[src/lrs_pkg.sv]
`timescale 1ns / 1ps
`default_nettype none
// Shared constants, opcodes and controller command type for the LRU
// register selector. Used by the controller, the datapath and the top level.
package lrs_pkg;

    localparam int NUM_REGS = 16;
    localparam int ENTRY_W  = (NUM_REGS > 2) ? $clog2(NUM_REGS) : 1;
    localparam int ID_W     = 4;
    localparam int OP_W     = 2;
    localparam int CMP_W    = (ENTRY_W > ID_W) ? ENTRY_W : ID_W;

    localparam logic [OP_W-1:0] OP_ALLOC = 2'd0;
    localparam logic [OP_W-1:0] OP_TOUCH = 2'd1;
    localparam logic [OP_W-1:0] OP_PEEK  = 2'd2;

    typedef struct packed {
        logic lookup;
        logic update;
    } t_cmd;

endpackage
`default_nettype wire

[src/lrs_ctrl.sv]
`timescale 1ns / 1ps
`default_nettype none
// Controller for the LRU register selector: handshakes and the two-step
// lookup/update sequence. Depends on lrs_pkg.
module lrs_ctrl (
    input  wire  logic         i_clk,
    input  wire  logic         i_rst_n,
    input  wire  logic         i_in_valid,
    output logic               o_in_stall,
    output logic               o_out_valid,
    input  wire  logic         i_out_stall,
    output lrs_pkg::t_cmd      o_cmd
);

    localparam logic ST_IDLE   = 1'b0;
    localparam logic ST_UPDATE = 1'b1;

    logic r_state, n_state;
    logic r_out_valid, n_out_valid;
    logic w_in_accept;
    logic w_out_taken;

    assign w_out_taken = r_out_valid && !i_out_stall;
    // The result register is free at the update edge whenever an item was
    // accepted, because acceptance requires it to be empty or leaving.
    assign o_in_stall  = (r_state != ST_IDLE) || (r_out_valid && i_out_stall);
    assign w_in_accept = i_in_valid && !o_in_stall;
    assign o_out_valid = r_out_valid;

    always_comb begin
        n_state      = r_state;
        n_out_valid  = r_out_valid && !w_out_taken;
        o_cmd.lookup = 1'b0;
        o_cmd.update = 1'b0;
        unique case (r_state)
            ST_IDLE: begin
                if (w_in_accept) begin
                    o_cmd.lookup = 1'b1;
                    n_state      = ST_UPDATE;
                end
            end
            ST_UPDATE: begin
                o_cmd.update = 1'b1;
                n_out_valid  = 1'b1;
                n_state      = ST_IDLE;
            end
            default: begin
                n_state = ST_IDLE;
            end
        endcase
    end

    always_ff @(posedge i_clk) begin
        if (!i_rst_n) begin
            r_state     <= ST_IDLE;
            r_out_valid <= 1'b0;
        end else begin
            r_state     <= n_state;
            r_out_valid <= n_out_valid;
        end
    end

    a_accept_to_update: assert property (@(posedge i_clk) disable iff (!i_rst_n)
        (r_state == ST_IDLE && w_in_accept) |=> (r_state == ST_UPDATE))
        else $error("accepted item not followed by an update step");

    a_no_accept_in_update: assert property (@(posedge i_clk) disable iff (!i_rst_n)
        (r_state == ST_UPDATE) |-> o_in_stall)
        else $error("input not stalled during update step");

    a_result_after_update: assert property (@(posedge i_clk) disable iff (!i_rst_n)
        $rose(r_out_valid) |-> $past(r_state == ST_UPDATE))
        else $error("result appeared without an update step");

    a_out_free_at_update: assert property (@(posedge i_clk) disable iff (!i_rst_n)
        (r_state == ST_UPDATE) |-> !r_out_valid)
        else $error("update step would overwrite a pending result");

endmodule
`default_nettype wire

[src/lrs_datapath.sv]
`timescale 1ns / 1ps
`default_nettype none
// Datapath for the LRU register selector: the recency order cells, the
// parallel lookup and the shift-to-tail update. Depends on lrs_pkg.
module lrs_datapath (
    input  wire  logic                          i_clk,
    input  wire  logic                          i_rst_n,
    input  wire  lrs_pkg::t_cmd                 i_cmd,
    input  wire  logic [lrs_pkg::OP_W-1:0]      i_opcode,
    input  wire  logic [lrs_pkg::ID_W-1:0]      i_reg_id,
    output logic       [lrs_pkg::ID_W-1:0]      o_reg_out
);

    logic [lrs_pkg::ENTRY_W-1:0] r_order [lrs_pkg::NUM_REGS];
    logic [lrs_pkg::ENTRY_W-1:0] r_pos, n_pos;
    logic [lrs_pkg::ENTRY_W-1:0] r_val, n_val;
    logic                        r_promote, n_promote;
    logic [lrs_pkg::ID_W-1:0]    r_res, n_res;

    logic [lrs_pkg::CMP_W-1:0]   w_rid_ext;
    logic [lrs_pkg::ENTRY_W-1:0] w_match_pos;
    logic                        w_found;

    assign w_rid_ext = lrs_pkg::CMP_W'(i_reg_id);

    // The order is a permutation, so at most one cell matches and the
    // position can be formed by OR-ing the matching indices.
    always_comb begin
        w_match_pos = '0;
        w_found     = 1'b0;
        for (int i = 0; i < lrs_pkg::NUM_REGS; i++) begin
            if (lrs_pkg::CMP_W'(r_order[i]) == w_rid_ext) begin
                w_found     = 1'b1;
                w_match_pos = w_match_pos | lrs_pkg::ENTRY_W'(i);
            end
        end
    end

    always_comb begin
        n_pos     = '0;
        n_val     = r_order[0];
        n_promote = 1'b0;
        n_res     = lrs_pkg::ID_W'(lrs_pkg::CMP_W'(r_order[0]));
        unique case (i_opcode)
            lrs_pkg::OP_ALLOC: begin
                n_promote = 1'b1;
            end
            lrs_pkg::OP_TOUCH: begin
                n_pos     = w_match_pos;
                n_val     = lrs_pkg::ENTRY_W'(w_rid_ext);
                n_promote = w_found;
                n_res     = i_reg_id;
            end
            default: begin
                // Peek and the unused code leave the order alone.
                n_promote = 1'b0;
            end
        endcase
    end

    always_ff @(posedge i_clk) begin
        if (i_cmd.lookup) begin
            r_pos <= n_pos;
            r_val <= n_val;
            r_res <= n_res;
        end
    end

    always_ff @(posedge i_clk) begin
        if (!i_rst_n) begin
            r_promote <= 1'b0;
        end else if (i_cmd.lookup) begin
            r_promote <= n_promote;
        end
    end

    // Every cell from the chosen position up to the one before the tail takes its
    // neighbor's value, and the chosen value lands in the tail cell.
    always_ff @(posedge i_clk) begin
        if (!i_rst_n) begin
            for (int i = 0; i < lrs_pkg::NUM_REGS; i++) begin
                r_order[i] <= lrs_pkg::ENTRY_W'(i);
            end
        end else if (i_cmd.update && r_promote) begin
            for (int i = 0; i < lrs_pkg::NUM_REGS - 1; i++) begin
                if (i >= int'(r_pos)) begin
                    r_order[i] <= r_order[i+1];
                end
            end
            r_order[lrs_pkg::NUM_REGS-1] <= r_val;
        end
    end

    assign o_reg_out = r_res;

endmodule
`default_nettype wire

[src/lru_register_selector.sv]
`timescale 1ns / 1ps
`default_nettype none
// LRU register selector: keeps a least-recently-used order of register
// numbers and serves allocate, touch and peek requests. Uses lrs_pkg,
// lrs_ctrl and lrs_datapath.
//
// Each accepted item passes through a lookup step, which searches all order
// cells in parallel and captures the result, and then an update step, which
// shifts the cells toward the head and writes the promoted register into the
// tail. The controller stalls the input during the update step, so a new item
// is taken only after the previous one has finished its update step.
// The result sits in an output register, so the next item may be accepted in
// the same cycle the previous result is taken. Opcode 3 acts as a peek, and a
// touch of a register number outside the order returns that number unchanged.
module lru_register_selector (
    input  wire  logic                      i_clk,
    input  wire  logic                      i_rst_n,
    input  wire  logic                      i_in_valid,
    output logic                            o_in_stall,
    input  wire  logic [lrs_pkg::OP_W-1:0]  i_opcode,
    input  wire  logic [lrs_pkg::ID_W-1:0]  i_reg_id,
    output logic                            o_out_valid,
    input  wire  logic                      i_out_stall,
    output logic       [lrs_pkg::ID_W-1:0]  o_reg_out
);

    lrs_pkg::t_cmd w_cmd;

    lrs_ctrl u_ctrl (
        .i_clk       (i_clk),
        .i_rst_n     (i_rst_n),
        .i_in_valid  (i_in_valid),
        .o_in_stall  (o_in_stall),
        .o_out_valid (o_out_valid),
        .i_out_stall (i_out_stall),
        .o_cmd       (w_cmd)
    );

    lrs_datapath u_datapath (
        .i_clk     (i_clk),
        .i_rst_n   (i_rst_n),
        .i_cmd     (w_cmd),
        .i_opcode  (i_opcode),
        .i_reg_id  (i_reg_id),
        .o_reg_out (o_reg_out)
    );

endmodule
`default_nettype wire

[config.mk]
export PLATFORM = sky130hd
export DESIGN_NAME = lru_register_selector
export DESIGN_NICKNAME = d
export VERILOG_FILES = /design/src/lrs_pkg.sv /design/src/lrs_ctrl.sv /design/src/lrs_datapath.sv /design/src/lru_register_selector.sv
export SDC_FILE = /design/constraint.sdc
export NUM_CORES = 1
export LEC_CHECK = 0
export BUFFER_PORTS_ARGS = -buffer_cell sky130_fd_sc_hd__clkbuf_2
export CAP_MARGIN = 5
export CORE_MARGIN = 5
export CORE_UTILIZATION = 40
export CTS_CLUSTER_SIZE = 8
export DETAILED_ROUTE_END_ITERATION = 16
export PLACE_DENSITY = 0.62
export SYNTH_ARGS = -nofsm -noshare
export SYNTH_HDL_FRONTEND = slang
export SYNTH_SLANG_ARGS = --single-unit
[constraint.sdc]
create_clock -name i_clk -period 2 [get_ports i_clk]
set_input_delay 0.2 -clock i_clk [delete_from_list [all_inputs] [get_ports i_clk]]
set_output_delay 0.2 -clock i_clk [all_outputs]
set_load 0.01 [all_outputs]
==> impl_metrics.json, run 1 <==
{
  "initial_utilization_pct": 40.4,
  "drv_cap": 0,
  "remaining_drc_errors": 0,
  "floorplan.io_pins": 16,
  "cellPowerDensity_nw_per_um2": 831,
  "synth_enable_flop_cells": 72,
  "clockBufferDepth": 2,
  "grt_setup_unrepaired": "no",
  "globalRouteTotalUtil_pct": 14.8,
  "synth_top_cells_by_count": "sky130_fd_sc_hd__edfxtp_1, sky130_fd_sc_hd__xnor2_1, sky130_fd_sc_hd__and2_1, sky130_fd_sc_hd__nand2b_1",
  "io_buffers": 15,
  "tns_ps": 0,
  "groute.layer.met1.usage_pct": 20.2,
  "gp_congestion": 0.827,
  "fin_total_pwr_uw": 3650,
  "root_buffer": "sky130_fd_sc_hd__clkbuf_8",
  "critical_path_arrival_ps": 1710,
  "synth_area_leaders": "sky130_fd_sc_hd__edfxtp_1, sky130_fd_sc_hd__xnor2_1, sky130_fd_sc_hd__and2_1",
  "netlist-cell-type-count": 38,
  "num-nets-final": 348,
  "multi_input_area_um2": 1510,
  "clock-sinks": 75,
  "synth_nets": 316,
  "grt_antenna_before_repair": 0,
  "hold_viol_final": 0,
  "dr.first_iter.drc_count": 129,
  "flow.area_growth_from_synthesis_pct": 12.9,
  "maxSlewHeadroom_pct": 58.2,
  "post-synth-top-area-cell": "sky130_fd_sc_hd__edfxtp_1",
  "worst_hold_path_type": "in2reg",
  "drv_slew": 0,
  "grt.met3_usage_pct": 2.55,
  "clk_pin_slew_worst_paths_ps": 80,
  "grt.met2_usage_pct": 23.5,
  "leakagePower_uw": 0.00153,
  "synth_seq_cells": 75,
  "setup.worst_path.start_class": "register",
  "floorplan.die.height_um": 109,
  "max_freq_mhz": 586,
  "crit_fanout": 6,
  "yosysWarningCount": 0,
  "postCtsHoldBufs": 0,
  "final_cell_count_no_fill": 476,
  "final.period_utilization_pct": 85.3,
  "n_fill_cell": 911,
  "worstSetupEndpointType": "register",
  "grt_most_used_layer": "met2",
  "synth_top_flop_cell": "sky130_fd_sc_hd__edfxtp_1",
  "required_ps": 2000,
  "synthCells": 306,
  "ant_nets": 0,
  "global_route.overflow_total": 0,
  "finalClockSkew_ps": 11.7,
  "floorplan.die.width_um": 109,
  "cts-buffers-inserted": 9,
  "site_row_count": 36,
  "post_detail_place_hpwl_um": 6000,
  "detail_route.first_pass.iterations": 4,
  "vias": 2397,
  "final_layout_size_suffix_gt1_share_pct": 19.0,
  "yosysMostFrequentCell": "sky130_fd_sc_hd__edfxtp_1",
  "class_of_the_most_critical_setup_path": "reg2reg",
  "reg_area_um2": 2220,
  "tritoncts_clock_tree": "yes",
  "synth_area_per_cell_um2": 12.7,
  "timing.final.crit_period_ps": 1710,
  "post_drt_wl_per_cell_um": 17.0,
  "ys_async_sr_fraction_pct": 0,
  "r2r_setup_slack_ps": 290,
  "cts.repair_timing.setup_buffer_count": 0,
  "clkLatencyLatePin_ps": 350,
  "yosysSeqAreaShare_pct": 57.1,
  "grt_pass1_vias": 2445,
  "maximum_level_of_the_cts_h_tree": 3,
  "detail_route.wirelength_um": 8090,
  "synth_area_um2": 3890,
  "setup_violations": 0,
  "drt-vias-per-instance": 5.04,
  "cts_resized": 0,
  "synthDominantCellAreaShare_pct": 55.5,
  "global_route_wire_length_before_repair_um": 13000,
  "maximum_number_of_pins_on_one_net_before_global_route_repair": 27,
  "worst_pin_slew_ps": 621,
  "run_status": "finished clean",
  "antennaDiodeCount": 0,
  "core_region_area_um2": 9640,
  "placedCellCount": 460,
  "power.ir.vdd_worst_mv": 0.303,
  "design.die.area_um2": 11800
}
## cell type report
class                   count  share of cell area (%)
clock buffers               9                    2.82
inverters                   4                   0.341
flip-flops and latches     75                    50.5
multi-input cells         211                    34.3
clock inverters             7                    2.79
repair buffers             37                    5.46
well taps                 133                    3.78
## flip-flops by register name, indices dropped and copies added (netlist names)
signal and flops:
u_ctrl.r_state 1, u_datapath.r_pos 4, u_datapath.r_promote 1, u_datapath.r_val 4
u_datapath.r_order 64, u_ctrl.o_out_valid 1
## per-layer routing
layer / up-vias / share of wire (%)
met1: 1181 / 47
met2: 48 / 47
met4: 0 / 2.0
li1: 1155 / -
met5: - / 0
met3: 13 / 4.0
## critical path: stages, from the launching register on
cell and delay [ps]:
sky130_fd_sc_hd__edfxtp_1 480, sky130_fd_sc_hd__or3_1 440, sky130_fd_sc_hd__o211ai_1 440
## stage by stage
step	hold slack [ps]	utilization (%)	setup slack, ps	area [µm²]
floorplan	363	-	278	3890
global placement	505	43.1	222	4150
detailed placement	513	43.1	214	4150
CTS	150	45.6	301	4400
global route	183	45.6	148	4400
finish	160	45.6	294	4400
## kinds of logic (layout without fill, tap and decap cells)
kind of cell / Yosys count / in the layout / share of synthesized area, %
xor+xnor: 64 / 64 / 14.4
buf+inv: 20 / 57 / 4.24
simple gates: 121 / 121 / 18.7
compound gates: 22 / 22 / 4.40
flops: 75 / 75 / 57.1
mux: 4 / 4 / 1.16
## path summary, 6_finish.rpt
path                                          start                         to  depth (start not counted)
worst max-delay path            u_datapath.r_pos[1]   u_datapath.r_order[8][2]                          2
worst min-delay path                    i_out_stall         u_ctrl.o_out_valid                          3
worst max register to register  u_datapath.r_pos[1]   u_datapath.r_order[8][2]                          2
worst min register to register  u_datapath.r_val[1]  u_datapath.r_order[15][1]                          1
## cell usage in the layout, fill, tap and decap left out, drive strengths merged, types with 9 or more instances in the layout
| cell type | Yosys | routed |
|---|---|---|
| xor2 | 16 | 16 |
| nand4 | 17 | 17 |
| nor2 | 10 | 10 |
| buf | 8 | 22 |
| and2 | 33 | 33 |
| clkbuf | 8 | 24 |
| o21ai | 9 | 9 |
| nand2b | 22 | 22 |
| edfxtp | 72 | 72 |
| xnor2 | 48 | 48 |
## report_power, final
group / switching [µW] / internal (µW) / leakage (µW) / total [µW]
sequential: 47.7 / 1800 / 0.000681 / 1840
clock: 606 / 837 / 0.000116 / 1440
combinational: 206 / 162 / 0.000731 / 369
total: 860 / 2790 / 0.00153 / 3650
(Power assumes the default switching activity.)
==> run 2: changes to the inputs <==
--- a/config.mk
+++ b/config.mk
@@ -12,6 +12,7 @@
 export CTS_CLUSTER_SIZE = 8
 export DETAILED_ROUTE_END_ITERATION = 16
 export PLACE_DENSITY = 0.62
+export RECOVER_POWER = 50
 export SYNTH_ARGS = -nofsm -noshare
 export SYNTH_HDL_FRONTEND = slang
 export SYNTH_SLANG_ARGS = --single-unit
==> impl_metrics.json, run 2 (synthesis results as in run 1) <==
{
  "required_ps": 2000,
  "global_route_wire_length_before_repair_um": 13000,
  "maximum_number_of_pins_on_one_net_before_global_route_repair": 27,
  "leakagePower_uw": 0.00147,
  "commonest_cells_after_routing_fill_and_taps_aside": "sky130_fd_sc_hd__edfxtp_1, sky130_fd_sc_hd__xnor2_1, sky130_fd_sc_hd__and2_1, sky130_fd_sc_hd__nand2b_1, sky130_fd_sc_hd__buf_4",
  "n_fill_cell": 916,
  "clk_pin_slew_worst_paths_ps": 80,
  "clock-sinks": 75,
  "timing.final.crit_period_ps": 1730,
  "drt-vias-per-instance": 5.05,
  "gp_congestion": 0.827,
  "maximum_level_of_the_cts_h_tree": 3,
  "layout.cells.most_common": "sky130_fd_sc_hd__edfxtp_1",
  "worst_r2r_path_depth": 2,
  "setup_violations": 0,
  "flow.area_growth_from_synthesis_pct": 11.7,
  "final_layout_size_suffix_gt1_share_pct": 15.5,
  "drv_cap": 0,
  "drv_slew": 0,
  "vias": 2405,
  "worstSetupEndpointType": "register",
  "r2r_setup_slack_ps": 270,
  "post_detail_place_hpwl_um": 6000,
  "worst_hold_path_type": "in2reg",
  "site_row_count": 36,
  "rr_endpoint": "u_datapath.r_order[8][3]",
  "multi_input_area_um2": 1480,
  "critical_path.reg2reg.startpoint": "u_datapath.r_pos[1]",
  "clkLatencyLatePin_ps": 350,
  "antennaDiodeCount": 0,
  "setup.worst_path.start_class": "register",
  "io_buffers": 15,
  "fin_worst_hold_slack_ps": 163,
  "tritoncts_clock_tree": "yes",
  "grt_pass1_vias": 2445,
  "worstHoldStart": "i_out_stall",
  "floorplan.die.height_um": 109,
  "grt_antenna_before_repair": 0,
  "num-nets-final": 348,
  "globalRouteTotalUtil_pct": 14.8,
  "max_flop_register": "u_datapath.r_order",
  "ant_nets": 0,
  "cts-buffers-inserted": 9,
  "floorplan.die.width_um": 109,
  "tns_ps": 0,
  "worst_case_hold_path_end_point": "u_ctrl.o_out_valid",
  "reg_area_um2": 2220,
  "biggestRegsByFlops": "u_datapath.r_order (64), u_datapath.r_pos (4), u_datapath.r_val (4)",
  "root_buffer": "sky130_fd_sc_hd__clkbuf_8",
  "maxSlewHeadroom_pct": 54.0,
  "cts.repair_timing.setup_buffer_count": 0,
  "largest_reg_flops": 64,
  "postCtsHoldBufs": 0,
  "remaining_drc_errors": 0,
  "power.ir.vdd_worst_mv": 0.303,
  "core_region_area_um2": 9640,
  "holdPathStages": 3,
  "max_freq_mhz": 579,
  "floorplan.io_pins": 16,
  "placedInstanceArea_um2": 4150,
  "dr.first_iter.drc_count": 141,
  "run_status": "finished clean",
  "hold_viol_final": 0,
  "post_drt_wl_per_cell_um": 17.0,
  "design.die.area_um2": 11800,
  "critical_path_arrival_ps": 1720,
  "final_cell_area_um2": 4350,
  "detail_route.wirelength_um": 8110,
  "clockBufferDepth": 2,
  "final.period_utilization_pct": 86.4,
  "grt_setup_unrepaired": "no",
  "worst_pin_slew_ps": 681,
  "global_route.overflow_total": 0,
  "crit_fanout": 6,
  "initial_utilization_pct": 40.4,
  "cellPowerDensity_nw_per_um2": 837,
  "cts_resized": 0,
  "detail_route.first_pass.iterations": 4,
  "class_of_the_most_critical_setup_path": "reg2reg",
  "finalClockSkew_ps": 14.0
}
run 2: changes by cell type in the layout (fill, tap and decap cells not counted), sizes merged:
cell	change
buf	-4
clkbuf	+4
run 2: through the flow:
| step | total power, µW | util (%) | worst slack [ps] | std cells |
|---|---|---|---|---|
| after floorplan | 2140 | - | 278 | 306 |
| after global placement | 2240 | 43.1 | 222 | 460 |
| after detailed placement | 2250 | 43.1 | 214 | 460 |
| after CTS | 3680 | 45.6 | 301 | 476 |
| after global routing | 3770 | 45.1 | 122 | 476 |
| final | 3640 | 45.1 | 271 | 476 |
run 2: power by group:
group          total (µW)  internal (µW)  switching (µW)  leakage (µW)
clock network        1440            837             604      0.000116
registers            1840           1800            47.9      0.000681
logic                 355            153             202      0.000674
total                3640           2780             854       0.00147
run 2: worst max-delay path by stage:
stage,from,to,slack (ps),depth (start not counted)
floorplan,u_datapath.r_pos[1],u_datapath.r_order[10][0],280,3
global placement,i_reg_id[2],u_datapath.r_pos[1],220,6
detailed placement,i_reg_id[2],u_datapath.r_pos[1],210,6
CTS,u_ctrl.r_state,u_datapath.r_order[3][2],300,3
global route,u_datapath.r_pos[2],u_datapath.r_order[14][1],120,5
finish,u_datapath.r_pos[1],u_datapath.r_order[8][3],270,2
run 2: cell type report:
cell class                      count  share of cell area [%]
Sequential cell                    75                    51.1
Multi-Input combinational cell    211                    34.1
Tap cell                          133                    3.83
Inverter                            4                   0.345
Clock buffer                        9                    2.85
Clock inverter                      7                    2.82
Timing Repair Buffer               37                    5.01
run 2: critical path, cell delays in order, from the launching register on:
cell and delay, ps:
sky130_fd_sc_hd__edfxtp_1 480, sky130_fd_sc_hd__or3_1 440, sky130_fd_sc_hd__o211ai_1 460
run 2: metal layers:
metal / global-route usage [%] / wire length, µm / vias to the layer above
met2: 23.5 / 3820 / 46
met1: 20.2 / 3760 / 1194
li1: - / - / 1151
met5: 0 / 0 / -
met3: 2.55 / 359 / 14
met4: 5.95 / 166 / 0
